[src/hdl/plf_pkg.sv]
// Shared widths and the peer entry type for the peer learning fanout block.
`default_nettype none
package plf_pkg;
    localparam int ADDR_W = 32;
    localparam int PORT_W = 16;
    localparam int DATA_W = ADDR_W + PORT_W;

    // Port in the upper bits, address in the lower bits, as on tdata.
    typedef struct packed {
        logic [PORT_W-1:0] port;
        logic [ADDR_W-1:0] addr;
    } t_peer;
endpackage
`default_nettype wire

[src/hdl/peer_learning_fanout.sv]
// Learning flood forwarder: peer table in a single-port-read RAM, one beat per destination.
//
// Slave channel (i_s_axis_*): one beat per arriving packet, carrying the sender's
// address and port. Master channel (o_m_axis_*): one beat per destination, in
// table order, every stored peer except the sender; tlast marks the final one.
// A packet whose sender is the only stored peer, or that arrives at an empty
// table, produces no beats.
//
// Each packet takes a match pass over the stored peers (one RAM read per cycle,
// with a registered read port), an append step that stores an unknown sender
// while the table has room, and an emit pass that, while the receiver does not
// stall, reads one entry per cycle and issues at most one destination per cycle.
// The slave side is ready only between packets.
//
// Reset empties the table (peer count to zero) and drops any pending beat.
// When the receiver stalls, the output register holds its beat and the emit
// pass waits on it; the next packet may be accepted while the last beat of the
// previous one still waits.
`default_nettype none
module peer_learning_fanout #(
    parameter int MAX_PEERS = 16
) (
    input  wire logic                       i_clk,
    input  wire logic                       i_rst_n,
    input  wire logic                       i_s_axis_tvalid,
    output      logic                       o_s_axis_tready,
    // [31:0] source_address, [47:32] source_port
    input  wire logic [plf_pkg::DATA_W-1:0] i_s_axis_tdata,
    output      logic                       o_m_axis_tvalid,
    input  wire logic                       i_m_axis_tready,
    // [31:0] dest_address, [47:32] dest_port
    output      logic [plf_pkg::DATA_W-1:0] o_m_axis_tdata,
    // last_dest
    output      logic                       o_m_axis_tlast
);
    import plf_pkg::*;

    localparam int CNT_W = $clog2(MAX_PEERS + 1);
    localparam int IDX_W = (MAX_PEERS > 1) ? $clog2(MAX_PEERS) : 1;

    typedef enum logic [1:0] {
        S_IDLE,
        S_MATCH,
        S_APPEND,
        S_EMIT
    } t_state;

    t_state           r_state;
    t_peer            r_src;
    t_peer            r_q;
    logic [CNT_W-1:0] r_total;
    logic [CNT_W-1:0] r_rd_idx;
    logic [CNT_W-1:0] r_pend_idx;
    logic [CNT_W-1:0] r_match_idx;
    logic [CNT_W-1:0] r_last_idx;
    logic             r_pend;
    logic             r_known;
    logic             r_stored;
    logic             r_ovalid;
    logic             r_olast;
    t_peer            r_odata;

    t_peer            mem [MAX_PEERS];

    logic             rd_more;
    logic             wr_en;
    logic             skip;
    logic             out_free;
    logic             resolve;
    logic             emit_go;
    logic             rd_en;
    logic             load_out;
    logic [CNT_W-1:0] n_total;
    logic             n_hit_last;

    always_comb begin
        rd_more    = (r_rd_idx < r_total);
        wr_en      = (r_state == S_APPEND) && !r_known && (r_total < CNT_W'(MAX_PEERS));
        n_total    = wr_en ? CNT_W'(r_total + 1'b1) : r_total;
        n_hit_last = wr_en || (r_known && (r_match_idx == CNT_W'(n_total - 1'b1)));
        skip       = r_stored && (r_pend_idx == r_match_idx);
        out_free   = !r_ovalid || i_m_axis_tready;
        resolve    = r_pend && (skip || out_free);
        emit_go    = (!r_pend || resolve) && rd_more;
        rd_en      = ((r_state == S_MATCH) && rd_more) || ((r_state == S_EMIT) && emit_go);
        load_out   = (r_state == S_EMIT) && r_pend && !skip && out_free;
    end

    // Peer table: one write port, one registered read port.
    always_ff @(posedge i_clk) begin
        if (wr_en) begin
            mem[r_total[IDX_W-1:0]] <= r_src;
        end
        if (rd_en) begin
            r_q <= mem[r_rd_idx[IDX_W-1:0]];
        end
    end

    always_ff @(posedge i_clk) begin
        if (!i_rst_n) begin
            r_state  <= S_IDLE;
            r_total  <= '0;
            r_pend   <= 1'b0;
            r_ovalid <= 1'b0;
            r_known  <= 1'b0;
            r_stored <= 1'b0;
        end else begin
            if (load_out) begin
                r_ovalid <= 1'b1;
            end else if (i_m_axis_tready) begin
                r_ovalid <= 1'b0;
            end
            unique case (r_state)
                S_IDLE: begin
                    if (i_s_axis_tvalid) begin
                        r_src    <= t_peer'(i_s_axis_tdata);
                        r_rd_idx <= '0;
                        r_pend   <= 1'b0;
                        r_known  <= 1'b0;
                        r_state  <= S_MATCH;
                    end
                end
                S_MATCH: begin
                    // compare the entry read last cycle while issuing the next read
                    if (r_pend && (r_q == r_src)) begin
                        r_known     <= 1'b1;
                        r_match_idx <= r_pend_idx;
                    end
                    if (rd_more) begin
                        r_rd_idx   <= CNT_W'(r_rd_idx + 1'b1);
                        r_pend     <= 1'b1;
                        r_pend_idx <= r_rd_idx;
                    end else begin
                        r_pend <= 1'b0;
                        if (!r_pend) begin
                            r_state <= S_APPEND;
                        end
                    end
                end
                S_APPEND: begin
                    r_total  <= n_total;
                    r_stored <= r_known || wr_en;
                    if (wr_en) begin
                        r_match_idx <= r_total;
                    end
                    r_last_idx <= n_hit_last ? CNT_W'(n_total - 2'd2)
                                             : CNT_W'(n_total - 1'b1);
                    r_rd_idx   <= '0;
                    r_pend     <= 1'b0;
                    r_state    <= S_EMIT;
                end
                S_EMIT: begin
                    if (load_out) begin
                        r_odata <= r_q;
                        r_olast <= (r_pend_idx == r_last_idx);
                    end
                    if (emit_go) begin
                        r_rd_idx   <= CNT_W'(r_rd_idx + 1'b1);
                        r_pend     <= 1'b1;
                        r_pend_idx <= r_rd_idx;
                    end else if (resolve) begin
                        r_pend <= 1'b0;
                    end
                    if (!emit_go && (!r_pend || resolve)) begin
                        r_state <= S_IDLE;
                    end
                end
                default: begin
                    r_state <= S_IDLE;
                end
            endcase
        end
    end

    assign o_s_axis_tready = (r_state == S_IDLE);
    assign o_m_axis_tvalid = r_ovalid;
    assign o_m_axis_tdata  = r_odata;
    assign o_m_axis_tlast  = r_olast;
endmodule
`default_nettype wire

[config.mk]
export PLATFORM = sky130hd
export DESIGN_NAME = peer_learning_fanout
export DESIGN_NICKNAME = d
export VERILOG_FILES = /design/src/hdl/plf_pkg.sv /design/src/hdl/peer_learning_fanout.sv
export SDC_FILE = /design/constraint.sdc
export NUM_CORES = 1
export LEC_CHECK = 0
export BUFFER_PORTS_ARGS = -buffer_cell sky130_fd_sc_hd__clkbuf_2
export CORE_ASPECT_RATIO = 0.9
export CORE_MARGIN = 3
export CORE_UTILIZATION = 30
export DETAILED_ROUTE_END_ITERATION = 10
export SLEW_MARGIN = 20
export SYNTH_ARGS = -nofsm -noshare
export SYNTH_HDL_FRONTEND = slang
export SYNTH_SLANG_ARGS = --single-unit
[constraint.sdc]
create_clock -name i_clk -period 6.95 [get_ports i_clk]
set_clock_uncertainty 0.15 [all_clocks]
set_input_delay 1.39 -clock i_clk [delete_from_list [all_inputs] [get_ports i_clk]]
set_output_delay 1.39 -clock i_clk [all_outputs]
set_load 0.05 [all_outputs]
==> qor_table.md, run 1 <==
| Parameter | Reported | Unit |
|:---|:---|:---|
| Slew at the pin closest to its max-slew limit | 1160 | ps |
| Ys async rst share | 0 | - |
| CTS root buffer | sky130_fd_sc_hd__clkbuf_16 | - |
| Post-synthesis net count | 1557 | - |
| Simple-gate share of the synthesized area | 0.0149 | - |
| Area of the placeable core | 0.117 | mm2 |
| CTS buffer count | 90 | - |
| Remaining routing DRC violations | 0 | - |
| Post-synthesis instance area | 0.0356 | mm2 |
| Biggest area contributors in the synthesized netlist | sky130_fd_sc_hd__edfxtp_1 (79%), sky130_fd_sc_hd__mux4_2 (15%), sky130_fd_sc_hd__xor2_1 (1.0%) | - |
| GRT Resource Usage Total | 0.136 | - |
| Die Height | 333 | um |
| Relative area change from synthesis to final layout | 15.5 | % |
| Leakage power | 12.7 | nW |
| Layout Nets | 1724 | - |
| Main combinational cell family by area after synthesis | multiplexers | - |
| Maximum number of pins on one net before global-route repair | 135 | - |
| Unique masters post-synth | 46 | - |
| Share of the synthesized area in the top cell type | 0.786 | - |
| Fill cell total of the finished layout | 10700 | - |
| Hold_buf cts | 0 | - |
| Crit share post-route | 0.576 | - |
| Max H-tree Level | 3 | - |
| Library cell with the highest instance count after synthesis | sky130_fd_sc_hd__edfxtp_1 | - |
| Maximum number of buffers from clock root to sink | 3 | - |
| Routability Congestion | 0.763 | - |
| Max Transition Viols Final | 0 | - |
| Start-to-end type of the worst setup path | reg -> reg | - |
| CP endpoint | r_last_idx[4]$_DFFE_PP_ | - |
| DP Worst Slack | 3010 | ps |
| Worst skew pair latency | 660 | ps |
| DR pass1 iterations | 5 | - |
| Gate Count Post-Synth | 1489 | - |
| Worst R2R Start | r_state[0]$_SDFFE_PN0P_ | - |
| Setup TNS | 0 | ps |
| R2R depth | 14 | - |
| Wire length of the first global-routing pass | 122 | mm |
| Critical register-to-register path endpoint | r_last_idx[4]$_DFFE_PP_ | - |
| Max Clock Freq | 250 | MHz |
| Max-slew headroom | 0.225 | - |
| Clk slew on worst S/H paths | 60 | ps |
| Post CTS Setup Buffer Count | 0 | - |
| Post-detailed-route count of antenna-violating nets | 0 | - |
| Endpoint arrival time on the critical path | 4220 | ps |
| Commonest cells in the synthesized netlist | sky130_fd_sc_hd__edfxtp_1 (933), sky130_fd_sc_hd__mux4_2 (240), sky130_fd_sc_hd__xor2_1 (41) | - |
| Worst Hold Class | reg -> reg | - |
| I/O pin cnt | 103 | - |
| Detailed placer's ending HPWL | 46.2 | mm |
| Avg WL per Cell | 25.5 | um |
| Layout cells sized above 1 | 0.310 | - |
| WL final | 84.3 | mm |
| Required @ worst endpoint | 7170 | ps |
| Iter 0 DRT Violations | 1842 | - |
| Die area | 0.123 | mm2 |
| Effective utilization at floorplan | 0.303 | - |
| Worst Setup End Kind | flop | - |
| Setup Viol. Count Final | 0 | - |
| Num rows | 119 | - |
| Post-synthesis average cell area | 23.9 | um2 |
| Port Buf Inserts | 102 | - |
| Cell area reported after detailed placement | 0.0383 | mm2 |
| Largest area contributor in the netlist | sky130_fd_sc_hd__edfxtp_1 | - |
| RSZ-0062 raised after global routing | false | - |
| Number of clock sinks | 944 | - |
| Via count of the first global-routing pass | 16700 | - |
| Leading register cell type out of synthesis | sky130_fd_sc_hd__edfxtp_1 | - |
| CTS tree | built | - |
| Share of synthesized cell area in full adder, half adder and majority cells | 0.00562 | - |
| GRT overflow | 0 | - |
| Area of all placed cells without fillers | 0.0412 | mm2 |
| Post-detailed-route via-to-cell ratio | 4.85 | - |
| Die X-Extent | 369 | um |
| EDFF count, synth | 933 | - |
| CP Max Fanout | 14 | - |
| Number of antenna diodes | 0 | - |
| Timing startpoint of the critical path | r_state[0]$_SDFFE_PN0P_ | - |
| Least setup slack across all paths after layout | 2940 | ps |
| Number of antenna violations at the first check in global routing | 2 | - |
| Largest vdd supply drop | 0.286 | mV |
| Register-to-register path setup slack | 2940 | ps |
| Area fraction in compound gates after synthesis | 0.00678 | - |
| Run status | completed | - |
| Flops & latches, synth | 944 | - |
| Critical Path Start Type | flop | - |
| Post-layout min period | 4010 | ps |
| Via count | 16000 | - |
| Share of synthesized area occupied by flip-flops and latches | 0.792 | - |
| Count of synthesis-stage warnings from yosys | 0 | - |
| Resized cells post-CTS | 0 | - |
| Final hold violation count | 0 | - |
| Synthesized-area fraction occupied by xor and xnor cells | 0.0169 | - |
| Reported max-cap violation count | 0 | - |
| Portion of netlist area occupied by mux cells | 0.155 | - |
| Power density over cell area | 345 | mW/mm2 |
==> layer usage <==
metal,track usage,routed length (um),up-vias
met5,0,0,-
met4,0.0263,1360,0
met3,0.0314,5970,95
met2,0.212,40200,604
met1,0.196,36800,8661
li1,-,-,6638
==> critical path, stage by stage (launching register included) <==
cell	delay, ps
sky130_fd_sc_hd__dfxtp_1	350
sky130_fd_sc_hd__inv_1	130
sky130_fd_sc_hd__ha_1	510
sky130_fd_sc_hd__nor3b_4	550
sky130_fd_sc_hd__nor2_1	80
sky130_fd_sc_hd__a21oi_1	350
sky130_fd_sc_hd__ha_1	270
sky130_fd_sc_hd__nand2_1	60
sky130_fd_sc_hd__mux2i_1	180
sky130_fd_sc_hd__xnor2_1	180
sky130_fd_sc_hd__mux2i_1	150
sky130_fd_sc_hd__o22ai_2	300
sky130_fd_sc_hd__mux2i_1	260
sky130_fd_sc_hd__nor2_1	80
sky130_fd_sc_hd__xnor2_1	120
==> layout by cell type (no fill, tap or decap), types with 9 or more instances in the layout <==
master and count:
sky130_fd_sc_hd__nor2_4 13, sky130_fd_sc_hd__dfxtp_1 11, sky130_fd_sc_hd__xnor2_1 26, sky130_fd_sc_hd__nand2_1 23, sky130_fd_sc_hd__nor2b_1 9, sky130_fd_sc_hd__xor2_1 41, sky130_fd_sc_hd__mux4_2 240, sky130_fd_sc_hd__clkinv_1 18
sky130_fd_sc_hd__nor2_1 11, sky130_fd_sc_hd__edfxtp_1 933, sky130_fd_sc_hd__clkinv_2 22, sky130_fd_sc_hd__clkbuf_16 91, sky130_fd_sc_hd__clkbuf_1 19, sky130_fd_sc_hd__buf_4 30, sky130_fd_sc_hd__clkbuf_2 102, sky130_fd_sc_hd__inv_1 15
sky130_fd_sc_hd__ha_1 16, sky130_fd_sc_hd__nor4_1 9
==> area by class of cell <==
| class | count | area, um2 | area share |
|---|---|---|---|
| Sequential cell | 944 | 28200 | 0.686 |
| Multi-Input combinational cell | 469 | 7240 | 0.176 |
| Inverter | 15 | 56.3 | 0.00137 |
| Clock buffer | 110 | 2350 | 0.0571 |
| Timing Repair Buffer | 136 | 831 | 0.0202 |
| Clock inverter | 54 | 488 | 0.0119 |
| Tap cell | 1573 | 1970 | 0.0478 |
==> report_power, final <==
part           internal, mW  switching, mW  total (mW)
registers              6.74          0.300        7.04
logic                  1.17           1.24        2.41
clock network          2.68           2.09        4.76
total                  10.6           3.63        14.2
==> registers in the layout (all words and copies together) (netlist names) <==
name / flops
r_total: 5
o_m_axis_tvalid: 1
r_state: 2
o_m_axis_tdata: 48
r_rd_idx: 5
r_last_idx: 5
mem: 768
r_known: 1
r_pend: 1
o_m_axis_tlast: 1
r_pend_idx: 5
r_q: 48
r_src: 48
r_stored: 1
r_match_idx: 5
==> cells by family after synthesis <==
logic type	after synthesis
AND/OR/NAND/NOR	99
AO/OA/AOI/OAI	35
adder cells (fa/ha/maj)	16
multiplexers	251
buffers and inverters	76
XOR/XNOR	68
flip-flops	944
==> worst min-delay path by stage <==
stage,from,endpoint,depth (start not counted)
2_1_floorplan,r_q[13]$_DFFE_PP_,o_m_axis_tdata[13]$_DFFE_PP_,0
3_3_place_gp,r_q[17]$_DFFE_PP_,o_m_axis_tdata[17]$_DFFE_PP_,0
3_5_place_dp,r_q[0]$_DFFE_PP_,o_m_axis_tdata[0]$_DFFE_PP_,0
4_1_cts,r_q[0]$_DFFE_PP_,o_m_axis_tdata[0]$_DFFE_PP_,0
5_1_grt,r_q[19]$_DFFE_PP_,o_m_axis_tdata[19]$_DFFE_PP_,0
6_report,r_q[0]$_DFFE_PP_,o_m_axis_tdata[0]$_DFFE_PP_,0
==> stage by stage <==
step                      hold WS (ps)  instances   util  power, mW
after floorplan                    276       1489      -       8.81
after global placement             306       3135  0.326       9.54
after detailed placement           307       3135  0.326       9.60
after CTS                          322       3299  0.350       14.4
after global routing               339       3301  0.350       14.7
final                              318       3301  0.350       14.2
No activity file was read; power rests on OpenSTA's default activity.
==> run 2: changes to the inputs <==
==> constraint.sdc (replaced) <==
create_clock -name i_clk -period 4.2 [get_ports i_clk]
set_clock_uncertainty 0.15 [all_clocks]
set_input_delay 0.84 -clock i_clk [delete_from_list [all_inputs] [get_ports i_clk]]
set_output_delay 0.84 -clock i_clk [all_outputs]
set_load 0.05 [all_outputs]
==> run 2 against run 1 <==
  * Power increased by 64%
  * Design area increased by 0.35%
  * Register-to-register slack got worse by 2400 ps
  * Final cell count about the same
  * Highest routed layer unchanged
  * Global-route usage increased by 0.11 points
  * Critical path depth decreased by 9
  * Critical endpoint is now r_match_idx[2]$_DFFE_PP_
  * Maximum frequency increased by 9.9%
==> qor_table.md, run 2 (synthesized netlist as in run 1, its figures left out) <==
| Parameter | Reported | Unit |
|:---|:---|:---|
| Post-detailed-route via-to-cell ratio | 4.92 | - |
| I/O pin cnt | 103 | - |
| Wire length of the first global-routing pass | 122 | mm |
| Switching Fraction | 0.252 | - |
| Cell area reported after detailed placement | 0.0385 | mm2 |
| Setup TNS | 0 | ps |
| Reg power frac | 0.498 | - |
| Clock network fraction of total power | 0.332 | - |
| Maximum number of pins on one net before global-route repair | 141 | - |
| Port Buf Inserts | 102 | - |
| Max H-tree Level | 3 | - |
| Remaining routing DRC violations | 0 | - |
| Endpoint arrival time on the critical path | 3760 | ps |
| Avg WL per Cell | 25.7 | um |
| Layout cells sized above 1 | 0.306 | - |
| Net switching component of the power | 5.88 | mW |
| Layout Nets | 1728 | - |
| GR Util met3 | 0.0307 | - |
| Effective utilization at floorplan | 0.303 | - |
| Peak per-stage delay on the critical path | 730 | ps |
| Critical Path Start Type | flop | - |
| Area used by sequential logic in the layout | 0.0282 | mm2 |
| RSZ-0062 raised after global routing | false | - |
| Number of antenna diodes | 0 | - |
| Routability Congestion | 0.744 | - |
| Peak-usage layer in the global routing report | met1 | - |
| Post CTS Setup Buffer Count | 0 | - |
| CTS buffer count | 88 | - |
| Commonest non-fill, non-tap cell in the layout | sky130_fd_sc_hd__edfxtp_1 | - |
| DP Worst Slack | 525 | ps |
| Max Clock Freq | 274 | MHz |
| Least setup slack across all paths after layout | 556 | ps |
| Post-layout min period | 3640 | ps |
| WL final | 84.8 | mm |
| Setup Viol. Count Final | 0 | - |
| Detailed placer's ending HPWL | 45.1 | mm |
| Leakage power | 12.7 | nW |
| Final hold violation count | 0 | - |
| Run status | completed | - |
| GRT overflow | 0 | - |
| Number of clock sinks | 944 | - |
| Highest-count cells in the layout ignoring fill and taps | sky130_fd_sc_hd__edfxtp_1 (933), sky130_fd_sc_hd__mux4_2 (240), sky130_fd_sc_hd__clkbuf_2 (102) | - |
| Reported max-cap violation count | 0 | - |
| Area of all placed cells without fillers | 0.0413 | mm2 |
| Fill cell total of the finished layout | 10700 | - |
| Internal power | 17.5 | mW |
| Clk slew on worst S/H paths | 60 | ps |
| Via count of the first global-routing pass | 16400 | - |
| Die X-Extent | 369 | um |
| Final instance count without filler cells | 3303 | - |
| Maximum number of buffers from clock root to sink | 3 | - |
| Critical Path, Cell by Cell | xor2_1 > nor4_1 > nand4_1 > or4_1 > a21oi_1 | - |
| Met1 Resource Use GR | 0.205 | - |
| DR pass1 iterations | 9 | - |
| Largest vdd supply drop | 0.343 | mV |
| CTS tree | built | - |
| Number of flip-flops in the largest register | 768 | - |
| GR met2 Demand/Resource | 0.205 | - |
| Required @ worst endpoint | 4320 | ps |
| Max-slew headroom | 0.335 | - |
| Start-to-end type of the worst setup path | reg -> reg | - |
| Slew at the pin closest to its max-slew limit | 998 | ps |
| Die area | 0.123 | mm2 |
| CTS root buffer | sky130_fd_sc_hd__clkbuf_16 | - |
| Num rows | 119 | - |
| Number of instances in the placed design | 3143 | - |
| Iter 0 DRT Violations | 1955 | - |
| Area of the placeable core | 0.117 | mm2 |
| Hold_buf cts | 0 | - |
| Part of the total power dissipated in combinational logic | 0.170 | - |
| Power density over cell area | 565 | mW/mm2 |
| Worst skew pair latency | 630 | ps |
| Area occupied by multi-input gates | 0.00725 | mm2 |
| Max Transition Viols Final | 0 | - |
| Post-detailed-route count of antenna-violating nets | 0 | - |
| Via count | 16200 | - |
| CP Max Fanout | 17 | - |
| Crit share post-route | 0.868 | - |
| Slowest stage cell, crit path | sky130_fd_sc_hd__nor4_1 | - |
| Worst Setup End Kind | flop | - |
| Relative area change from synthesis to final layout | 15.9 | % |
| Worst Hold Class | in -> reg | - |
| Number of antenna violations at the first check in global routing | 5 | - |
| Tot Pwr | 23.3 | mW |
| Die Height | 333 | um |
| GRT Resource Usage Total | 0.137 | - |
| Resized cells post-CTS | 0 | - |
==> run 2: changes by cell type in the layout (fill, tap and decap cells not counted), sizes merged <==
cell and change:
buf +6, clkbuf +4, bufinv -1, clkinvlp +1, clkinv -8
==> run 2: path summary, 6_finish.rpt <==
| kind | startpoint | slack (ps) | end | cells after the start |
|---|---|---|---|---|
| hold reg to reg | r_q[22]$_DFFE_PP_ | 320 | o_m_axis_tdata[22]$_DFFE_PP_ | 0 |
| setup reg to reg | r_src[21]$_DFFE_PP_ | 560 | r_match_idx[2]$_DFFE_PP_ | 5 |
| setup / recovery | r_src[21]$_DFFE_PP_ | 560 | r_match_idx[2]$_DFFE_PP_ | 5 |
| hold / removal | i_s_axis_tdata[32] | 230 | r_src[32]$_DFFE_PP_ | 1 |
==> run 2: cell type report <==
cell class                      instances  area share
Timing Repair Buffer                  142      0.0248
Tap cell                             1573      0.0476
Clock inverter                         46     0.00954
Clock buffer                          114      0.0575
Inverter                               15     0.00136
Sequential cell                       944       0.684
Multi-Input combinational cell        469       0.176
==> run 2: critical path, delay by kind of cell (launching register included) <==
kind | cells | cell delay [ps]
flip-flops | 1 | 610
AO/OA/AOI/OAI | 1 | 480
AND/OR/NAND/NOR | 3 | 1760
XOR/XNOR | 1 | 260
==> run 2: stage by stage <==
| stage | hold slack [ps] | utilization |
|---|---|---|
| after floorplan | 276 | - |
| after global placement | 306 | 0.328 |
| after detailed placement | 309 | 0.328 |
| after CTS | 182 | 0.352 |
| after global routing | 188 | 0.352 |
| final | 225 | 0.352 |
==> run 2: metal layers <==
layer,share of wire,up-vias
met4,0.021,0
met2,0.45,631
met5,0,-
li1,-,6636
met3,0.082,112
met1,0.44,8868
==> run 2: power by group through the flow <==
stage | clock network [mW] | registers [mW] | logic [mW]
floorplan | 0 | 11.6 | 2.95
global placement | 0 | 11.8 | 4.00
detailed placement | 0 | 11.8 | 4.04
CTS | 7.91 | 11.6 | 4.06
global route | 8.29 | 11.7 | 4.28
finish | 7.74 | 11.6 | 3.97
